<file path="config.mk">
export PLATFORM = sky130hd
export DESIGN_NAME = lp_vector_distance
export DESIGN_NICKNAME = d
export VERILOG_FILES = /design/src/rtl/core/lpvd_pkg.sv /design/src/rtl/core/lpvd_dp.sv /design/src/rtl/core/lpvd_ctrl.sv /design/src/rtl/core/lp_vector_distance.sv
export SDC_FILE = /design/constraint.sdc
export NUM_CORES = 2
export LEC_CHECK = 0
export BUFFER_PORTS_ARGS = -buffer_cell sky130_fd_sc_hd__buf_2
export CAP_MARGIN = 0
export CORE_UTILIZATION = 43
export DETAILED_ROUTE_END_ITERATION = 6
export PLACE_DENSITY = 0.64
export SYNTH_ARGS = -nofsm -noshare
export SYNTH_HDL_FRONTEND = slang
export SYNTH_SLANG_ARGS = --single-unit
</file>
<file path="constraint.sdc">
create_clock -name i_clk -period 9.9 [get_ports i_clk]
set_input_delay 1.98 -clock i_clk [delete_from_list [all_inputs] [get_ports i_clk]]
set_output_delay 1.98 -clock i_clk [all_outputs]
set_load 0.03 [all_outputs]
</file>
<file path="src/rtl/core/lpvd_pkg.sv">
// ----------------------------------------------------------------------------
// lpvd_pkg
// Types, widths and codes shared by the Lp vector distance block.
// ----------------------------------------------------------------------------
package lpvd_pkg;

    localparam int DATA_WIDTH = 12;             // element bits taken, two's complement
    localparam int ELEM_W     = 12;             // port width of an element
    localparam int DIFF_W     = DATA_WIDTH;     // |a - b| fits in DATA_WIDTH unsigned bits
    localparam int ACC_W      = 58;
    localparam int DIST_W     = 22;
    localparam int PROD_W     = 60;             // every power and trial power is below 2^60
    localparam int MUL_A_W    = 40;
    localparam int MUL_B_W    = 30;
    localparam int ROOT_W     = 30;
    localparam int BIT_W      = 5;
    localparam int CFG_W      = 3;

    localparam logic [BIT_W-1:0] ROOT_TOP_L2 = BIT_W'(29);
    localparam logic [BIT_W-1:0] ROOT_TOP_L3 = BIT_W'(19);
    localparam logic [BIT_W-1:0] ROOT_TOP_L4 = BIT_W'(14);

    localparam logic [ACC_W-1:0]  ACC_MAX  = '1;
    localparam logic [DIST_W-1:0] DIST_MAX = '1;

    typedef enum logic [CFG_W-1:0] {
        METRIC_L1   = 3'd0,
        METRIC_L2   = 3'd1,
        METRIC_L3   = 3'd2,
        METRIC_L4   = 3'd3,
        METRIC_LINF = 3'd4
    } t_metric;

    typedef enum logic [2:0] {
        MUL_NONE,
        MUL_DD,     // d * d
        MUL_PD,     // product * d
        MUL_PP,     // product * product
        MUL_CC,     // candidate * candidate
        MUL_PC      // product * candidate
    } t_mul_sel;

    typedef enum logic [1:0] {
        ACC_HOLD,
        ACC_ADD_D,
        ACC_ADD_P,
        ACC_MAX_D
    } t_acc_op;

    typedef struct packed {
        logic signed [ELEM_W-1:0] elem_a;
        logic signed [ELEM_W-1:0] elem_b;
        logic                     has_element;
        logic                     last;
    } t_in_item;

    typedef struct packed {
        logic [DIST_W-1:0] distance;
        logic              saturated;
    } t_out_item;

    typedef struct packed {
        logic     load_diff;
        t_mul_sel mul_sel;
        t_acc_op  acc_op;
        logic     root_init;
        logic     root_step;
        logic     out_load;
        t_metric  metric;
    } t_dp_cmd;

    typedef struct packed {
        logic root_last;
    } t_dp_sts;

    // Unused selector codes act as L-infinity
    function automatic t_metric metric_decode(input logic [CFG_W-1:0] sel);
        t_metric m;
        unique case (sel) inside
            METRIC_L1, METRIC_L2, METRIC_L3, METRIC_L4: m = t_metric'(sel);
            default:                                    m = METRIC_LINF;
        endcase
        return m;
    endfunction

    function automatic logic [BIT_W-1:0] root_top(input t_metric m);
        logic [BIT_W-1:0] t;
        unique case (m)
            METRIC_L2: t = ROOT_TOP_L2;
            METRIC_L3: t = ROOT_TOP_L3;
            default:   t = ROOT_TOP_L4;
        endcase
        return t;
    endfunction

endpackage

</file>
<file path="src/rtl/core/lpvd_dp.sv">
// ----------------------------------------------------------------------------
// lpvd_dp
// Datapath: absolute difference, shared multiplier, saturating accumulator,
// bit-serial root and the result register.
// ----------------------------------------------------------------------------
module lpvd_dp import lpvd_pkg::*; (
    input  logic      i_clk,
    input  logic      i_rst_n,
    input  t_in_item  i_in_item,
    input  t_dp_cmd   i_cmd,
    output t_dp_sts   o_sts,
    output t_out_item o_out_item
);

    logic [DIFF_W-1:0]  r_d;
    logic [PROD_W-1:0]  r_pw;
    logic [ACC_W-1:0]   r_acc;
    logic               r_ovf;
    logic [ROOT_W-1:0]  r_root;
    logic [BIT_W-1:0]   r_bit;
    t_out_item          r_out;

    logic [DATA_WIDTH-1:0]       w_a;
    logic [DATA_WIDTH-1:0]       w_b;
    logic [DATA_WIDTH:0]         w_diff;
    logic [DATA_WIDTH:0]         w_abs;
    logic [ROOT_W-1:0]           w_cand;
    logic [MUL_A_W-1:0]          w_mul_a;
    logic [MUL_B_W-1:0]          w_mul_b;
    logic [MUL_A_W+MUL_B_W-1:0]  w_prod;
    logic [PROD_W-1:0]           w_addend;
    logic [PROD_W:0]             w_sum;
    logic [ACC_W-1:0]            w_dist_full;
    logic                        w_lin;

    assign w_a    = i_in_item.elem_a[DATA_WIDTH-1:0];
    assign w_b    = i_in_item.elem_b[DATA_WIDTH-1:0];
    assign w_diff = {w_a[DATA_WIDTH-1], w_a} - {w_b[DATA_WIDTH-1], w_b};
    assign w_abs  = w_diff[DATA_WIDTH] ? (~w_diff + 1'b1) : w_diff;

    assign w_cand = r_root | (ROOT_W'(1) << r_bit);

    always_comb begin
        case (i_cmd.mul_sel)
            MUL_DD: begin
                w_mul_a = MUL_A_W'(r_d);
                w_mul_b = MUL_B_W'(r_d);
            end
            MUL_PD: begin
                w_mul_a = r_pw[MUL_A_W-1:0];
                w_mul_b = MUL_B_W'(r_d);
            end
            MUL_PP: begin
                w_mul_a = r_pw[MUL_A_W-1:0];
                w_mul_b = r_pw[MUL_B_W-1:0];
            end
            MUL_CC: begin
                w_mul_a = MUL_A_W'(w_cand);
                w_mul_b = MUL_B_W'(w_cand);
            end
            MUL_PC: begin
                w_mul_a = r_pw[MUL_A_W-1:0];
                w_mul_b = MUL_B_W'(w_cand);
            end
            default: begin
                w_mul_a = '0;
                w_mul_b = '0;
            end
        endcase
    end

    assign w_prod   = w_mul_a * w_mul_b;
    assign w_addend = (i_cmd.acc_op == ACC_ADD_D) ? PROD_W'(r_d) : r_pw;
    assign w_sum    = (PROD_W+1)'(r_acc) + (PROD_W+1)'(w_addend);

    assign w_lin       = (i_cmd.metric == METRIC_L1) || (i_cmd.metric == METRIC_LINF);
    assign w_dist_full = w_lin ? r_acc : ACC_W'(r_root);

    // Accumulator and overflow flag carry reset values
    always_ff @(posedge i_clk) begin
        if (!i_rst_n) begin
            r_acc <= '0;
            r_ovf <= 1'b0;
        end else if (i_cmd.out_load) begin
            r_acc <= '0;
            r_ovf <= 1'b0;
        end else begin
            case (i_cmd.acc_op)
                ACC_ADD_D, ACC_ADD_P: begin
                    if (w_sum > (PROD_W+1)'(ACC_MAX)) begin
                        r_acc <= ACC_MAX;
                        r_ovf <= 1'b1;
                    end else begin
                        r_acc <= w_sum[ACC_W-1:0];
                    end
                end
                ACC_MAX_D: begin
                    if (ACC_W'(r_d) > r_acc) begin
                        r_acc <= ACC_W'(r_d);
                    end
                end
                default: ;
            endcase
        end
    end

    always_ff @(posedge i_clk) begin
        if (i_cmd.load_diff) begin
            r_d <= w_abs[DIFF_W-1:0];
        end
        if (i_cmd.mul_sel != MUL_NONE) begin
            r_pw <= w_prod[PROD_W-1:0];
        end
        if (i_cmd.root_init) begin
            r_root <= '0;
            r_bit  <= root_top(i_cmd.metric);
        end else if (i_cmd.root_step) begin
            // keep the trial bit when its power stays within the sum
            if (r_pw <= PROD_W'(r_acc)) begin
                r_root <= w_cand;
            end
            r_bit <= r_bit - 1'b1;
        end
        if (i_cmd.out_load) begin
            if (w_dist_full > ACC_W'(DIST_MAX)) begin
                r_out.distance  <= DIST_MAX;
                r_out.saturated <= 1'b1;
            end else begin
                r_out.distance  <= w_dist_full[DIST_W-1:0];
                r_out.saturated <= r_ovf;
            end
        end
    end

    assign o_sts.root_last = (r_bit == '0);
    assign o_out_item      = r_out;

endmodule

</file>
<file path="src/rtl/core/lpvd_ctrl.sv">
// ----------------------------------------------------------------------------
// lpvd_ctrl
// Controller: metric register, per-item sequencing and result handshake.
// ----------------------------------------------------------------------------
module lpvd_ctrl import lpvd_pkg::*; (
    input  logic             i_clk,
    input  logic             i_rst_n,
    input  logic             i_cfg_we,
    input  logic [CFG_W-1:0] i_cfg_wdata,
    input  logic             i_in_valid,
    output logic             o_in_ready,
    input  t_in_item         i_in_item,
    output logic             o_out_valid,
    input  logic             i_out_ready,
    output t_dp_cmd          o_cmd,
    input  t_dp_sts          i_sts
);

    typedef enum logic [3:0] {
        S_IDLE,
        S_MUL1,
        S_MUL2,
        S_ACC,
        S_FIN,
        S_RMUL1,
        S_RMUL2,
        S_RCMP,
        S_OUT
    } t_state;

    t_state           r_state, n_state;
    logic [CFG_W-1:0] r_metric_sel;
    t_metric          r_cur, n_cur;
    logic             r_last;
    logic             r_out_valid, n_out_valid;
    logic             w_accept;
    logic             w_lin;

    assign w_accept = i_in_valid && (r_state == S_IDLE);
    assign w_lin    = (r_cur == METRIC_L1) || (r_cur == METRIC_LINF);

    always_comb begin
        o_cmd           = '0;
        o_cmd.mul_sel   = MUL_NONE;
        o_cmd.acc_op    = ACC_HOLD;
        o_cmd.metric    = r_cur;
        n_state         = r_state;
        n_cur           = r_cur;
        unique case (r_state)
            S_IDLE: begin
                if (w_accept) begin
                    o_cmd.load_diff = 1'b1;
                    n_cur           = metric_decode(r_metric_sel);
                    if (!i_in_item.has_element) begin
                        n_state = S_FIN;
                    end else if ((n_cur == METRIC_L1) || (n_cur == METRIC_LINF)) begin
                        n_state = S_ACC;
                    end else begin
                        n_state = S_MUL1;
                    end
                end
            end
            S_MUL1: begin
                o_cmd.mul_sel = MUL_DD;
                n_state       = (r_cur == METRIC_L2) ? S_ACC : S_MUL2;
            end
            S_MUL2: begin
                o_cmd.mul_sel = (r_cur == METRIC_L3) ? MUL_PD : MUL_PP;
                n_state       = S_ACC;
            end
            S_ACC: begin
                if (r_cur == METRIC_L1) begin
                    o_cmd.acc_op = ACC_ADD_D;
                end else if (r_cur == METRIC_LINF) begin
                    o_cmd.acc_op = ACC_MAX_D;
                end else begin
                    o_cmd.acc_op = ACC_ADD_P;
                end
                n_state = S_FIN;
            end
            S_FIN: begin
                if (!r_last) begin
                    n_state = S_IDLE;
                end else if (w_lin) begin
                    n_state = S_OUT;
                end else begin
                    o_cmd.root_init = 1'b1;
                    n_state         = S_RMUL1;
                end
            end
            S_RMUL1: begin
                o_cmd.mul_sel = MUL_CC;
                n_state       = (r_cur == METRIC_L2) ? S_RCMP : S_RMUL2;
            end
            S_RMUL2: begin
                o_cmd.mul_sel = (r_cur == METRIC_L3) ? MUL_PC : MUL_PP;
                n_state       = S_RCMP;
            end
            S_RCMP: begin
                o_cmd.root_step = 1'b1;
                n_state         = i_sts.root_last ? S_OUT : S_RMUL1;
            end
            S_OUT: begin
                // hold until the result register is free
                if (!r_out_valid || i_out_ready) begin
                    o_cmd.out_load = 1'b1;
                    n_state        = S_IDLE;
                end
            end
            default: n_state = S_IDLE;
        endcase
    end

    assign n_out_valid = o_cmd.out_load || (r_out_valid && !i_out_ready);

    always_ff @(posedge i_clk) begin
        if (!i_rst_n) begin
            r_state      <= S_IDLE;
            r_out_valid  <= 1'b0;
            r_metric_sel <= '0;
            r_cur        <= METRIC_L1;
            r_last       <= 1'b0;
        end else begin
            r_state     <= n_state;
            r_out_valid <= n_out_valid;
            r_cur       <= n_cur;
            if (i_cfg_we) begin
                r_metric_sel <= i_cfg_wdata;
            end
            if (w_accept) begin
                r_last <= i_in_item.last;
            end
        end
    end

    assign o_in_ready  = (r_state == S_IDLE);
    assign o_out_valid = r_out_valid;

endmodule

</file>
<file path="src/rtl/core/lp_vector_distance.sv">
// ----------------------------------------------------------------------------
// lp_vector_distance
// Streamed L1, L2, L3, L4 or L-infinity distance between two vectors.
// ----------------------------------------------------------------------------
// One transaction carries one element pair; the transaction marked last
// yields the distance, and the accumulator then starts over. Items are
// handled one at a time by a controller that steps a single shared
// multiplier. On the last item the floor root is found one result bit
// at a time with the same multiplier: 30 bits for L2, 20 for L3 and 15
// for L4. The result sits in an output register, so the next vector may
// start while it waits to be taken. metric_select is sampled when an
// item is accepted; the user must see that it is written only while the
// block is idle, as the block itself does not enforce this.
// ----------------------------------------------------------------------------
module lp_vector_distance import lpvd_pkg::*; (
    input  logic             i_clk,
    input  logic             i_rst_n,
    input  logic             i_cfg_we,
    input  logic [CFG_W-1:0] i_cfg_wdata,
    input  logic             i_in_valid,
    output logic             o_in_ready,
    input  t_in_item         i_in_item,
    output logic             o_out_valid,
    input  logic             i_out_ready,
    output t_out_item        o_out_item
);

    t_dp_cmd w_cmd;
    t_dp_sts w_sts;

    lpvd_ctrl u_ctrl (
        .i_clk       (i_clk),
        .i_rst_n     (i_rst_n),
        .i_cfg_we    (i_cfg_we),
        .i_cfg_wdata (i_cfg_wdata),
        .i_in_valid  (i_in_valid),
        .o_in_ready  (o_in_ready),
        .i_in_item   (i_in_item),
        .o_out_valid (o_out_valid),
        .i_out_ready (i_out_ready),
        .o_cmd       (w_cmd),
        .i_sts       (w_sts)
    );

    lpvd_dp u_dp (
        .i_clk      (i_clk),
        .i_rst_n    (i_rst_n),
        .i_in_item  (i_in_item),
        .i_cmd      (w_cmd),
        .o_sts      (w_sts),
        .o_out_item (o_out_item)
    );

`ifndef SYNTHESIS
    a_busy_after_accept: assert property (@(posedge i_clk) disable iff (!i_rst_n)
        (i_in_valid && o_in_ready) |=> !o_in_ready)
        else $error("input accepted while an item is still in progress");

    a_result_after_load: assert property (@(posedge i_clk) disable iff (!i_rst_n)
        w_cmd.out_load |=> o_out_valid)
        else $error("result load did not raise output valid");

    a_reset_state: assert property (@(posedge i_clk)
        !i_rst_n |=> (!o_out_valid && o_in_ready))
        else $error("block not idle after reset");
`endif

endmodule
</file>
==> results.md <==
- Most used cell, CP: fa_1
- Synthesized net count: 7207
- GP Congestion: 1.02
- Setup crit start kind: flop
- TritonCTS Buffers: 23
- Max_cap viols: 0
- Cell Pwr Density: 146 mW/mm^2
- Yosys top cell by area: fa_1
- Top cells by area in the synthesized netlist: fa_1 (41%), ha_1 (8.7%), inv_1 (8.7%), nand2_1 (7.4%), edfxtp_1 (6.1%)
- Tot GR Track Use: 0.310
- Final wirelength: 177000 um
- Share of cells above drive strength 1: 0.0782
- Post-synthesis cell area: 0.0494 sq mm
- Slowest stage delay, CP: 0.59 ns
- Crit-path max FO: 11
- I/O pin count: 59
- CP Data Arrival Time: 9.87 ns
- Max-slew violations: 0
- Synth top area share: 0.413
- Horiz. Die Dim: 341 um
- First-pass iteration count of the detailed router: 6
- DP Area: 0.0527 sq mm
- Clock Sinks: 201
- Ys flop type: dfxtp_1
- # DRC: 0
- Vias in the first global route: 42800
- Post-route ant nets: 0
- CP Capture Type: flop
- H-tree depth: 1
- CTS clk-pin slew, worst paths: 0.07 ns
- Drt via density: 5.59
- Cell Int Power: 3470 uW
- Rows: 123
- Initial Util: 0.437
- Setup Skew: 0.0483 ns
- Reg power frac: 0.184
- Per-cell routed wire length: 24.0 um
- DR vias: 41200
- Final setup TNS: 0 ns
- Sequential fraction of the synthesis area: 0.102
- Iter 0 DRT Violations: 3897
- Finish-stage setup viols: 0
- Setup CP Type: flop to flop
- Die area: 0.116 sq mm
- Worst skew pair latency: 0.59 ns
- CTS tree: yes
- Cells after synthesis: 5809
- Status: completed
- Hpwl dp: 145000 um
- Worst hold-check path type: flop to flop
- Final instance area: 0.0537 sq mm
- FF+latch count, synth: 201
- Gr ovfl total: 0
- Fmax: 0.104 GHz
- Hold-fix buffers, CTS: 0
- Ys async rst share: 0
- Library cells used by synthesis: 88
- Final WS setup: 0.322 ns
- CTS Root Buffer Type: clkbuf_16
- Quantity of I/O buffers inserted on ports: 58
- Post-synth EDFFs: 100
- Logic pwr share: 0.702
- Worst rel slew slack: 0.335
- Clk pwr share: 0.114
- Worst-Margin Slew: 0.997 ns
- Net Switching: 4390 uW
- Crit path max-delay cell type: fa_1
- Area delta synth->final: 8.66%
- Largest net degree at the start of global routing: 62
- Sw frac: 0.559
- # nets final: 7254
- Period utilisation layout: 0.967
- Core area: 0.113 sq mm
- Hold Fails Final Rpt: 0
- Initial antenna violation count: 6
- Period minus WS final: 9.58 ns
- Diodes inserted: 0
- VDD IR max: 0.144 mV
- Worst path required time: 10.19 ns
- Global-route wire length before repair: 267000 um
- Ys Warns: 0
- Clock Path Buffers: 3
- Dpl ws: -0.158 ns
- Die Y: 341 um
- Pleak: 0.0251 uW
- Avg Cell Area, Syn: 8.50 sq um
==> metal layers <==
layer | track usage | part of all wire
met1 | 0.402 | 0.39
met2 | 0.486 | 0.45
met3 | 0.0647 | 0.099
met4 | 0.167 | 0.068
met5 | 0 | 0.00018
==> registers in the layout (all words and copies together) (netlist names), 3 cells and up <==
name	count
u_dp.o_out_item	23
u_ctrl.r_metric_sel	3
u_dp.r_root	30
u_dp.r_bit	5
u_dp.r_d	12
u_dp.r_acc	58
u_ctrl.r_cur	3
u_ctrl.r_state	4
u_dp.r_pw	60
==> synthesized netlist by cell type, drive strengths merged (29+ instances only) <==
library cell,instances
inv,1150
fa,1019
nand2,971
nor2,579
ha,345
clkbuf,256
o21ai,218
a21oi,199
xnor2,104
dfxtp,101
edfxtp,100
nor2b,78
a21o,76
o21a,72
xor2,42
o211ai,41
nand4,39
nor3,34
nand3,33
buf,32
a22oi,29
nand2b,29
==> metrics by stage <==
| stage | total power (uW) | hold slack (ns) | util | instances |
|---|---|---|---|---|
| after global placement | 6790 | 0.438 | 0.466 | 7327 |
| final | 7850 | 0.460 | 0.474 | 7373 |
| after CTS | 7750 | 0.464 | 0.473 | 7369 |
| after detailed placement | 6810 | 0.453 | 0.466 | 7327 |
| after floorplan | 4560 | 0.428 | - | 5809 |
| after global routing | 8320 | 0.479 | 0.474 | 7373 |
==> power by group through the flow <==
stage               clock network (uW)  registers, uW  logic (uW)
global placement                     0           1450        5330
CTS                                908           1440        5410
detailed placement                   0           1450        5370
global route                       939           1450        5930
floorplan                            0           1270        3290
finish                             895           1450        5510
==> path summary, 6_finish.rpt <==
check,from,endpoint,slack [ns],depth (start not counted)
worst max-delay path,u_dp.r_bit[0]$_DFFE_PP_,u_dp.r_pw[59]$_DFFE_PP_,0.32,30
worst min-delay path,u_dp.r_acc[24]$_SDFFE_PP0P_,u_dp.r_acc[24]$_SDFFE_PP0P_,0.46,2
worst max register to register,u_dp.r_bit[0]$_DFFE_PP_,u_dp.r_pw[59]$_DFFE_PP_,0.32,30
worst min register to register,u_dp.r_acc[24]$_SDFFE_PP0P_,u_dp.r_acc[24]$_SDFFE_PP0P_,0.46,2
==> cell type report <==
| cell class | instances | area [sq um] |
|---|---|---|
| Clock buffer | 25 | 583 |
| Sequential cell | 201 | 5030 |
| Multi-Input combinational cell | 4169 | 39200 |
| Clock inverter | 17 | 156 |
| Timing Repair Buffer | 310 | 2480 |
| Fill cell | 11000 | 59400 |
| Inverter | 1151 | 4320 |
| Tap cell | 1500 | 1880 |
==> cells by family (layout without fill, tap and decap cells) <==
group,after synthesis,in the layout,share of synthesized area
simple gates,1871,1871,0.159
buf+inv,1439,1503,0.110
fa+ha+maj,1364,1364,0.500
compound gates,767,767,0.0983
flops,201,201,0.102
xor+xnor,146,146,0.0259
mux,21,21,0.00481
==> worst max-delay path, delay by kind of cell (launching register included) <==
kind | cells | cell delay (ns)
flops | 1 | 0.41
xor+xnor | 1 | 0.09
compound gates | 10 | 2.49
buf+inv | 5 | 0.74
fa+ha+maj | 10 | 4.59
simple gates | 4 | 0.95
==> what timing repair did <==
action                     CTS  global route
gates resized for setup      5            43
buffers inserted             0             4
setup endpoints to repair    5            15
pin swaps                    0             2
==> cell usage in the layout (no fill, tap or decap), types with 39 or more instances in the layout <==
cell type     n
nor2_1      575
fa_1       1019
dfxtp_1     100
o21a_1       64
buf_4       227
o21ai_1     106
nand4_1      39
xnor2_1     104
a21oi_1     186
xor2_1       42
ha_1        342
buf_2        58
inv_1      1150
o21ai_0      87
nand2_1     968
a21o_1       76
edfxtp_1    100
nor2b_1      76
No activity file was read; power rests on OpenSTA's default activity.
